<file path="src/rtl/core/kmdt_pkg.sv">
// Shared constants and types of the key matrix debounce and transpose block.
`default_nettype none

package kmdt_pkg;

   localparam int NUM_ROWS  = 8;
   localparam int NUM_COLS  = 16;
   localparam int ROW_BITS  = 8;
   localparam int COL_IDX_W = 4;
   localparam int ROW_IDX_W = 3;
   localparam int KEYS_W    = 16;
   localparam int COUNT_W   = 8;

   localparam logic [COUNT_W-1:0]  RESET_SCANS = COUNT_W'(5);
   localparam logic [ROW_BITS-1:0] ROW_MASK    = ROW_BITS'((64'd1 << NUM_ROWS) - 64'd1);
   localparam logic [ROW_IDX_W-1:0] LAST_ROW   = ROW_IDX_W'(NUM_ROWS - 1);

   typedef logic [ROW_BITS-1:0] col_bits_type;

   // Matrix snapshot handed from the scan logic to the row emitter.
   typedef struct packed {
      logic                              load;
      logic                              settled;
      col_bits_type [NUM_COLS-1:0]       cols;
   } snap_type;

endpackage

`default_nettype wire

</file>
<file path="src/rtl/core/kmdt_scan.sv">
// Candidate, stable matrix and countdown update for one column sample.
`default_nettype none

module kmdt_scan (
   input  wire logic                              clock,
   input  wire logic                              reset,
   input  wire logic                              advance,
   input  wire logic [kmdt_pkg::COL_IDX_W-1:0]    col_index,
   input  wire logic [kmdt_pkg::ROW_BITS-1:0]     sense_bits,
   input  wire logic                              scan_end,
   input  wire logic [kmdt_pkg::COUNT_W-1:0]      debounce_scans,
   output kmdt_pkg::snap_type                     snap
);

   kmdt_pkg::col_bits_type [kmdt_pkg::NUM_COLS-1:0] cand_ff, cand_in;
   kmdt_pkg::col_bits_type [kmdt_pkg::NUM_COLS-1:0] stable_ff, stable_in;
   logic [kmdt_pkg::COUNT_W-1:0]  count_ff, count_in;
   logic [kmdt_pkg::COUNT_W-1:0]  reload;
   logic [kmdt_pkg::ROW_BITS-1:0] masked;
   logic                          col_ok;

   assign masked = sense_bits & kmdt_pkg::ROW_MASK;
   assign reload = (debounce_scans == '0) ? kmdt_pkg::COUNT_W'(1) : debounce_scans;
   assign col_ok = {1'b0, col_index} < (kmdt_pkg::COL_IDX_W + 1)'(kmdt_pkg::NUM_COLS);

   always_comb begin
      cand_in   = cand_ff;
      stable_in = stable_ff;
      count_in  = count_ff;
      if (advance) begin
         if (col_ok && cand_ff[col_index] != masked) begin
            cand_in[col_index] = masked;
            count_in           = reload;
         end
         if (scan_end && count_in != '0) begin
            count_in = count_in - kmdt_pkg::COUNT_W'(1);
            // copy the whole candidate set once the countdown expires
            if (count_in == '0) begin
               stable_in = cand_in;
            end
         end
      end
   end

   assign snap.load    = advance && scan_end;
   assign snap.settled = (count_in == '0);
   assign snap.cols    = stable_in;

   always_ff @(posedge clock) begin
      if (reset) begin
         cand_ff   <= '0;
         stable_ff <= '0;
         count_ff  <= kmdt_pkg::RESET_SCANS;
      end else begin
         cand_ff   <= cand_in;
         stable_ff <= stable_in;
         count_ff  <= count_in;
      end
   end

endmodule

`default_nettype wire

</file>
<file path="src/rtl/core/kmdt_emit.sv">
// Snapshot holder that emits the stable matrix one transposed row per transaction.
`default_nettype none

module kmdt_emit (
   input  wire logic                              clock,
   input  wire logic                              reset,
   input  kmdt_pkg::snap_type                     snap,
   output logic                                   free,
   output logic                                   rsp_valid,
   input  wire logic                              rsp_ready,
   output logic [kmdt_pkg::ROW_IDX_W-1:0]         rsp_row_index,
   output logic [kmdt_pkg::KEYS_W-1:0]            rsp_row_keys,
   output logic                                   rsp_settled,
   output logic                                   rsp_last_row
);

   kmdt_pkg::col_bits_type [kmdt_pkg::NUM_COLS-1:0] cols_ff;
   logic                              busy_ff;
   logic [kmdt_pkg::ROW_IDX_W-1:0]    row_ff;
   logic                              settled_ff;
   logic                              last;

   assign last = (row_ff == kmdt_pkg::LAST_ROW);
   assign free = !busy_ff || (rsp_ready && last);

   assign rsp_valid     = busy_ff;
   assign rsp_row_index = row_ff;
   assign rsp_settled   = settled_ff;
   assign rsp_last_row  = last;

   always_comb begin
      rsp_row_keys = '0;
      for (int x = 0; x < kmdt_pkg::NUM_COLS; x++) begin
         rsp_row_keys[x] = cols_ff[x][row_ff];
      end
   end

   always_ff @(posedge clock) begin
      if (reset) begin
         busy_ff <= 1'b0;
         row_ff  <= '0;
      end else if (snap.load) begin
         busy_ff <= 1'b1;
         row_ff  <= '0;
      end else if (busy_ff && rsp_ready) begin
         if (last) begin
            busy_ff <= 1'b0;
         end else begin
            row_ff <= row_ff + kmdt_pkg::ROW_IDX_W'(1);
         end
      end
   end

   always_ff @(posedge clock) begin
      if (snap.load) begin
         cols_ff    <= snap.cols;
         settled_ff <= snap.settled;
      end
   end

endmodule

`default_nettype wire

</file>
<file path="src/rtl/core/key_matrix_debounce_transpose.sv">
// Top level: key matrix scan with debounce and transposition into row words.
// Flow: a sample is registered in the input register on acceptance and then processed;
//   on a scan end the row emitter registers the snapshot, and the first row transaction is valid from it.
// Throughput: one column sample per cycle while no scan end waits; a scan end occupies the row emitter for
//   NUM_ROWS transactions, and a further scan end waits in the input register until then.
// Reset (synchronous): matrices clear, countdown and debounce_scans load 5, nothing pending.
`default_nettype none

module key_matrix_debounce_transpose (
   input  wire logic                              clock,
   input  wire logic                              reset,
   input  wire logic                              req_valid,
   output logic                                   req_ready,
   input  wire logic [kmdt_pkg::COL_IDX_W-1:0]    req_col_index,
   input  wire logic [kmdt_pkg::ROW_BITS-1:0]     req_sense_bits,
   input  wire logic                              req_scan_end,
   output logic                                   rsp_valid,
   input  wire logic                              rsp_ready,
   output logic [kmdt_pkg::ROW_IDX_W-1:0]         rsp_row_index,
   output logic [kmdt_pkg::KEYS_W-1:0]            rsp_row_keys,
   output logic                                   rsp_settled,
   output logic                                   rsp_last_row,
   input  wire logic                              csr_valid,
   output logic                                   csr_ready,
   input  wire logic [kmdt_pkg::COUNT_W-1:0]      csr_debounce_scans
);

   // input register holding one column sample
   logic                              s1_valid_ff;
   logic [kmdt_pkg::COL_IDX_W-1:0]    s1_col_ff;
   logic [kmdt_pkg::ROW_BITS-1:0]     s1_bits_ff;
   logic                              s1_scan_end_ff;
   logic                              s1_advance;

   logic [kmdt_pkg::COUNT_W-1:0]      dbs_ff;
   kmdt_pkg::snap_type                snap;
   logic                              emit_free;

   // configuration is always taken at once
   assign csr_ready = 1'b1;

   always_ff @(posedge clock) begin
      if (reset) begin
         dbs_ff <= kmdt_pkg::RESET_SCANS;
      end else if (csr_valid) begin
         dbs_ff <= csr_debounce_scans;
      end
   end

   // A plain sample always advances; a scan end advances only when the emitter
   // can take a fresh snapshot (idle, or handing over its last row this cycle).
   assign s1_advance = s1_valid_ff && (!s1_scan_end_ff || emit_free);
   assign req_ready  = !s1_valid_ff || s1_advance;

   always_ff @(posedge clock) begin
      if (reset) begin
         s1_valid_ff <= 1'b0;
      end else if (req_valid && req_ready) begin
         s1_valid_ff <= 1'b1;
      end else if (s1_advance) begin
         s1_valid_ff <= 1'b0;
      end
   end

   // hold the payload while stalled, load on each accepted transaction
   always_ff @(posedge clock) begin
      if (req_valid && req_ready) begin
         s1_col_ff      <= req_col_index;
         s1_bits_ff     <= req_sense_bits;
         s1_scan_end_ff <= req_scan_end;
      end
   end

   kmdt_scan u_scan (
      .clock          (clock),
      .reset          (reset),
      .advance        (s1_advance),
      .col_index      (s1_col_ff),
      .sense_bits     (s1_bits_ff),
      .scan_end       (s1_scan_end_ff),
      .debounce_scans (dbs_ff),
      .snap           (snap)
   );

   kmdt_emit u_emit (
      .clock         (clock),
      .reset         (reset),
      .snap          (snap),
      .free          (emit_free),
      .rsp_valid     (rsp_valid),
      .rsp_ready     (rsp_ready),
      .rsp_row_index (rsp_row_index),
      .rsp_row_keys  (rsp_row_keys),
      .rsp_settled   (rsp_settled),
      .rsp_last_row  (rsp_last_row)
   );

`ifndef NO_ASSERTIONS
   // a new snapshot never overwrites rows still waiting to be taken
   a_snap_free : assert property (@(posedge clock) disable iff (reset)
      snap.load |-> emit_free)
      else $error("snapshot loaded while emitter busy");

   // rows of one burst follow each other in order without a gap
   a_row_order : assert property (@(posedge clock) disable iff (reset)
      rsp_valid && rsp_ready && !rsp_last_row |=>
         rsp_valid && rsp_row_index == $past(rsp_row_index) + kmdt_pkg::ROW_IDX_W'(1))
      else $error("row burst out of order");

   // input stalls only behind a scan end waiting for the emitter
   a_stall_cause : assert property (@(posedge clock) disable iff (reset)
      !req_ready |-> s1_valid_ff && s1_scan_end_ff && rsp_valid)
      else $error("input stalled without a pending scan end");
`endif

endmodule

`default_nettype wire
</file>
<file path="config.mk">
export PLATFORM = sky130hd
export DESIGN_NAME = key_matrix_debounce_transpose
export DESIGN_NICKNAME = d
export VERILOG_FILES = /design/src/rtl/core/kmdt_pkg.sv /design/src/rtl/core/kmdt_scan.sv /design/src/rtl/core/kmdt_emit.sv /design/src/rtl/core/key_matrix_debounce_transpose.sv
export SDC_FILE = /design/constraint.sdc
export NUM_CORES = 1
export LEC_CHECK = 0
export BUFFER_PORTS_ARGS = -buffer_cell sky130_fd_sc_hd__buf_4
export CORE_UTILIZATION = 55
export CTS_BUF_LIST = sky130_fd_sc_hd__clkbuf_4 sky130_fd_sc_hd__clkbuf_8
export DETAILED_ROUTE_END_ITERATION = 6
export PLACE_DENSITY = 0.71
export REMOVE_ABC_BUFFERS = 1
export SLEW_MARGIN = 5
export SYNTH_ARGS = -nofsm -noshare
export SYNTH_HDL_FRONTEND = slang
export SYNTH_SLANG_ARGS = --single-unit
</file>
<file path="constraint.sdc">
create_clock -name clock -period 21.6 [get_ports clock]
set_clock_uncertainty 0.15 [all_clocks]
set_input_delay 1.08 -clock clock [delete_from_list [all_inputs] [get_ports clock]]
set_output_delay 1.08 -clock clock [all_outputs]
set_load 0.05 [all_outputs]
</file>
Word-level counts from Yosys, hierarchy flattened
Index checks and enable logic that the tools add are counted.

Equality and inequality tests: 2. Bitwise operators: 1. Add/sub/neg operators: 2. Order comparisons: 3. Multiplexer cells: 51. Reductions and logical operators: 23.

Operators with widths (number): 128-bit two-way mux (4); 128-bit bitwise mux (1); 8-bit two-way mux (7); 1-bit binary-select mux with 3-bit select (16); 8-bit binary-select mux with 4-bit select (1); 8-bit demux with 4-bit select (1); 8-bit logical NOT (3); 1-bit two-way mux (21); 8-bit != test (1); 8-bit nonzero test (1); 8-bit by 1-bit subtractor with 8-bit output (second input constant) (1); 1-bit logical AND (7); 2-bit nonzero test (3); 4-bit by 5-bit less-than comparator with 1-bit output (second input constant) (1); 4-bit by 1-bit >= comparator with 1-bit output (second input constant) (1); 3-bit by 4-bit less-than comparator with 1-bit output (second input constant) (1); 2-bit AND reduction (2); 3-bit by 1-bit adder with 3-bit output (second input constant) (1); 3-bit equality test (second input constant) (1); 1-bit logical NOT (3); 1-bit logical OR (3); 2-bit OR reduction (1); 1-bit NOT (1).

Register bits after elaboration: 419. Input bits: 26. Output and inout port bits: 24. Logic and storage cells: 139.

Depth between registers and ports, before layout
Depth in word-level cells: 11. Mapped depth: 22. Depth with buffers taken out: 18.

By module
From an unflattened synthesis, not the netlist that was laid out.

Cell total of the unflattened synthesis: 1827. Area total of the unflattened synthesis: 22210.1 um2.

By module, submodules not included: kmdt_scan (instances 1, seq. area each 5285.1 um2, area each 16346.9 um2, cells an instance 1575); kmdt_emit (instances 1, seq. area each 3953.8 um2, area each 5113.7 um2, cells an instance 204); key_matrix_debounce_transpose (instances 1, seq. area each 570.5 um2, area each 749.5 um2, cells an instance 48).

Least setup slack after synthesis
OpenSTA, ideal clock, no wires.

Kind: register to register. Start point: register u_emit.row_ff (netlist bit u_emit.rsp_row_index[1]). End point: register u_emit.settled_ff (netlist: u_emit.rsp_settled) (data pin). Stages on the path, launching flop included: 11. Data required time: 21.274 ns. Setup time: 0.176 ns. Arrival time: 8.242 ns. Clock period less this slack: 8.568 ns. Setup slack: 13.032 ns. Path buffers: 0. Path through: dfxtp_1 > ha_1 > ha_1 > a21boi_0 > nand2_1 > nand2_1 > nor2_1 > nand3_1 > mux2i_1 > o32ai_1 > nor4_1.

RTL lines: start, declared (RTL line kmdt_emit.sv:19) `logic [kmdt_pkg::ROW_IDX_W-1:0] row_ff;`; start signal, assigned (RTL line kmdt_emit.sv:49) `row_ff <= row_ff + kmdt_pkg::ROW_IDX_W'(1);`; end signal, assigned (RTL line kmdt_emit.sv:57) `settled_ff <= snap.settled;`; end, declared (RTL line kmdt_emit.sv:20) `logic settled_ff;`.

==> results.py <==
metrics = {
    "status": {
        "status": "finished, final reports clean",
    },
    "route": {
        "vias_per_cell": 6.43,
        "routed_wl_um": 49700,
        "antenna_left": 0,
        "wl_per_cell_um": 22.3,
        "drtPass1Iterations": 7,
        "drtIter0Drc": 1033,
        "dr_total_vias": 14300,
        "post-route-drc-count": 0,
    },
    "logic_synthesis": {
        "synth.area.top_cells": "dfxtp_1, edfxtp_1, mux2i_1",
        "yosysWarnings": 0,
        "synthCells": 1748,
        "synth-seq-cells": 419,
        "synth_cell_types": 58,
        "yosysTopAreaCell": "dfxtp_1",
        "synth.yosys.seq_area_share": 0.478,
        "syn-cell-area_mm2": 0.0205,
        "ys.flop_type": "dfxtp_1",
        "synth-edff-count": 142,
        "synth_top_area_frac": 0.270,
        "avgSynthCellArea_um2": 11.7,
        "async_flop_share": 0,
    },
    "global_route": {
        "grt_max_degree": 277,
        "grt_pass1_wl_um": 77400,
        "grt_pass1_vias": 13400,
        "antenna_found_initial": 2,
        "gr-total-overflow": 0,
        "track_usage": 0.260,
    },
    "floorplan": {
        "die_w_um": 195,
        "core_area_mm2": 0.0367,
        "dieArea_mm2": 0.0381,
        "start_util": 0.559,
        "die_y_um": 195,
        "boundaryPins": 50,
        "std_cell_rows": 70,
    },
    "placement": {
        "place_congestion": 0.852,
        "dpl_worst_slack_ns": 13.93,
        "place.detailed.hpwl_um": 29400,
        "portBuffers": 48,
    },
    "sta": {
        "slew-limit-headroom": 0.0598,
        "setup_viol": 0,
        "max_freq_ghz": 0.124,
        "post-route-period-util": 0.372,
        "setup_ws_ns": 13.56,
        "worst_pin_slew_ns": 1.41,
        "drv_slew": 0,
        "setup_tns_ns": 0,
        "rsz0062_at_grt": "no",
        "final-hold-violation-count": 0,
        "period_minus_slack_ns": 8.04,
    },
    "clocking": {
        "cts_made_buffers": 72,
        "cts_tree": "yes",
        "hold_buffers": 0,
        "clk_latency_ns": 0.61,
        "post_cts_buffers": 0,
        "clockRootBuffer": "clkbuf_8",
        "cts_resized": 0,
        "clock_path_buffers": 3,
        "clk_pin_slew_ns": 0.06,
        "cts_max_level": 3,
        "clock_sinks": 419,
    },
    "min_path": {
        "min_from": "u_scan.cand_ff[108]$_SDFFE_PP0P_",
        "holdPathEnd": "u_scan.cand_ff[108]$_SDFFE_PP0P_",
        "hold_class": "flop to flop",
        "min_path_cells": 2,
    },
    "final_layout": {
        "finalNetCount": 1727,
        "drive_gt1_frac": 0.234,
        "areaGrowthSynthToFinish_pct": 9.22,
        "n_fill_cell": 2988,
    },
    "setup_path": {
        "cp-end-kind": "flop",
        "r2r-start": "s1_col_ff[3]$_DFFE_PP_",
        "path_class": "flop to flop",
        "critPathArrivalTime_ns": 8.23,
        "cp_max_fo": 276,
        "critPathRequiredTime_ns": 21.79,
        "reg2reg_to": "u_emit.cols_ff[51]$_DFFE_PP_",
        "reg2regPathDepth": 17,
        "r2r_slack_ns": 13.56,
        "cp-start-kind": "flop",
    },
    "flow_run": {
        "maxCapViolCount": 0,
    },
    "power": {
        "leakage_nw": 8.41,
        "peakVddDrop_mv": 0.0430,
        "power_density_mw_per_mm2": 76.9,
    },
}
==> critical path, stage by stage (launching register included) <==
cell and delay, ns:
edfxtp_1 0.33, buf_4 0.47, nor2b_1 0.71, a22oi_1 0.29, a21oi_1 0.21, o2111ai_1 0.23
mux2i_1 0.52, nand2_1 0.63, o21ai_0 0.45, ha_1 0.41, or4b_2 0.67, nand4_1 0.14
a211oi_1 0.08, o211ai_4 0.19, buf_4 0.77, buf_12 0.66, o21bai_1 0.19, o31a_1 0.17
==> cell usage after synthesis, types with 9 or more instances <==
library cell / count
o21bai_1: 128
buf_1: 19
dfxtp_1: 277
nor2b_1: 9
mux2i_1: 171
nor3_1: 10
and3_1: 17
a21oi_1: 11
a22oi_1: 12
buf_2: 39
mux4_2: 55
o31a_1: 128
nand2_1: 41
mux2_2: 144
nor2_1: 161
xor2_1: 12
nand3_1: 10
edfxtp_1: 142
and2_1: 9
o311a_1: 129
clkbuf_1: 135
==> worst max-delay path by stage <==
| stage | slack (ns) | endpoint | depth (start not counted) | from |
|---|---|---|---|---|
| floorplan | 8.70 | u_emit.cols_ff[0]$_DFFE_PP_ | 14 | s1_col_ff[3]$_DFFE_PP_ |
| global placement | 14.05 | u_emit.cols_ff[93]$_DFFE_PP_ | 16 | s1_col_ff[2]$_DFFE_PP_ |
| detailed placement | 13.93 | u_emit.cols_ff[75]$_DFFE_PP_ | 17 | s1_col_ff[3]$_DFFE_PP_ |
| CTS | 13.90 | u_emit.cols_ff[3]$_DFFE_PP_ | 17 | s1_col_ff[3]$_DFFE_PP_ |
| global route | 13.06 | u_emit.cols_ff[123]$_DFFE_PP_ | 18 | s1_col_ff[3]$_DFFE_PP_ |
| finish | 13.56 | u_emit.cols_ff[51]$_DFFE_PP_ | 17 | s1_col_ff[3]$_DFFE_PP_ |
==> power by group <==
group	switching (mW)	internal [mW]	total, mW
Clock	0.318	0.422	0.739
Sequential	0.00927	0.832	0.841
Combinational	0.0984	0.0454	0.144
==> cells by family after synthesis <==
kind of cell,after synthesis,share of synthesized area
compound gates,447,0.186
xor+xnor,19,0.00811
fa+ha+maj,4,0.00244
buf+inv,203,0.0404
flops,419,0.478
mux,371,0.223
other cells,1,0.000183
simple gates,284,0.0618
==> placed cells by master (no fill, tap or decap), types with 4 or more instances in the layout <==
cell	count
dfxtp_1	275
mux2i_1	171
nor2_1	160
mux2_2	144
edfxtp_1	142
o311a_1	129
o21bai_1	128
o31a_1	128
clkbuf_8	88
buf_4	70
mux4_2	55
nand2_1	40
clkbuf_4	31
and3_1	17
a22oi_1	12
xor2_1	12
a21oi_1	11
nand3_1	10
nor3_1	10
and2_1	9
nor2b_1	9
xnor2_1	7
o21ai_0	7
nor4_1	7
o211ai_1	6
inv_1	5
clkinvlp_4	5
clkinv_1	5
a31oi_1	4
or3_1	4
a211oi_1	4
ha_1	4
==> final cells by class <==
| cell class | instances | area [µm²] | share of cell area |
|---|---|---|---|
| tap | 468 | 586 | 0.0261 |
| clock inverter | 13 | 71.3 | 0.00318 |
| antenna | 1 | 2.50 | 0.000112 |
| timing repair buffer | 72 | 566 | 0.0252 |
| sequential | 419 | 9810 | 0.438 |
| multi-input combinational | 1126 | 9910 | 0.442 |
| inverter | 6 | 27.5 | 0.00123 |
| clock buffer | 119 | 1440 | 0.0644 |
==> routing by layer <==
layer  global-route usage  wire length [µm]  part of all wire
met5                    0                 8           0.00016
met3               0.0454              3150             0.063
met1                0.377             23200              0.47
met2                0.388             22100              0.44
met4               0.0954              1310             0.026
==> metrics by stage <==
| step | total power [mW] | hold WS, ns | instance area (µm²) | util | cells |
|---|---|---|---|---|---|
| after detailed placement | 1.00 | 0.355 | 20900 | 0.569 | 2091 |
| after global routing | 1.79 | 0.396 | 22400 | 0.611 | 2223 |
| final | 1.72 | 0.372 | 22400 | 0.611 | 2224 |
| after global placement | 0.997 | 0.346 | 20900 | 0.569 | 2091 |
| after CTS | 1.74 | 0.370 | 22400 | 0.611 | 2223 |
| after floorplan | 0.953 | 0.324 | 19700 | - | 1551 |
==> state kept, by name (all words and copies together) (netlist names), 3 cells and up <==
name                  flops
u_scan.cand_ff          128
u_emit.rsp_row_index      3
s1_col_ff                 4
dbs_ff                    8
u_scan.stable_ff        128
s1_bits_ff                8
u_emit.cols_ff          128
u_scan.count_ff           8
Power figures use the tool's default switching activity.
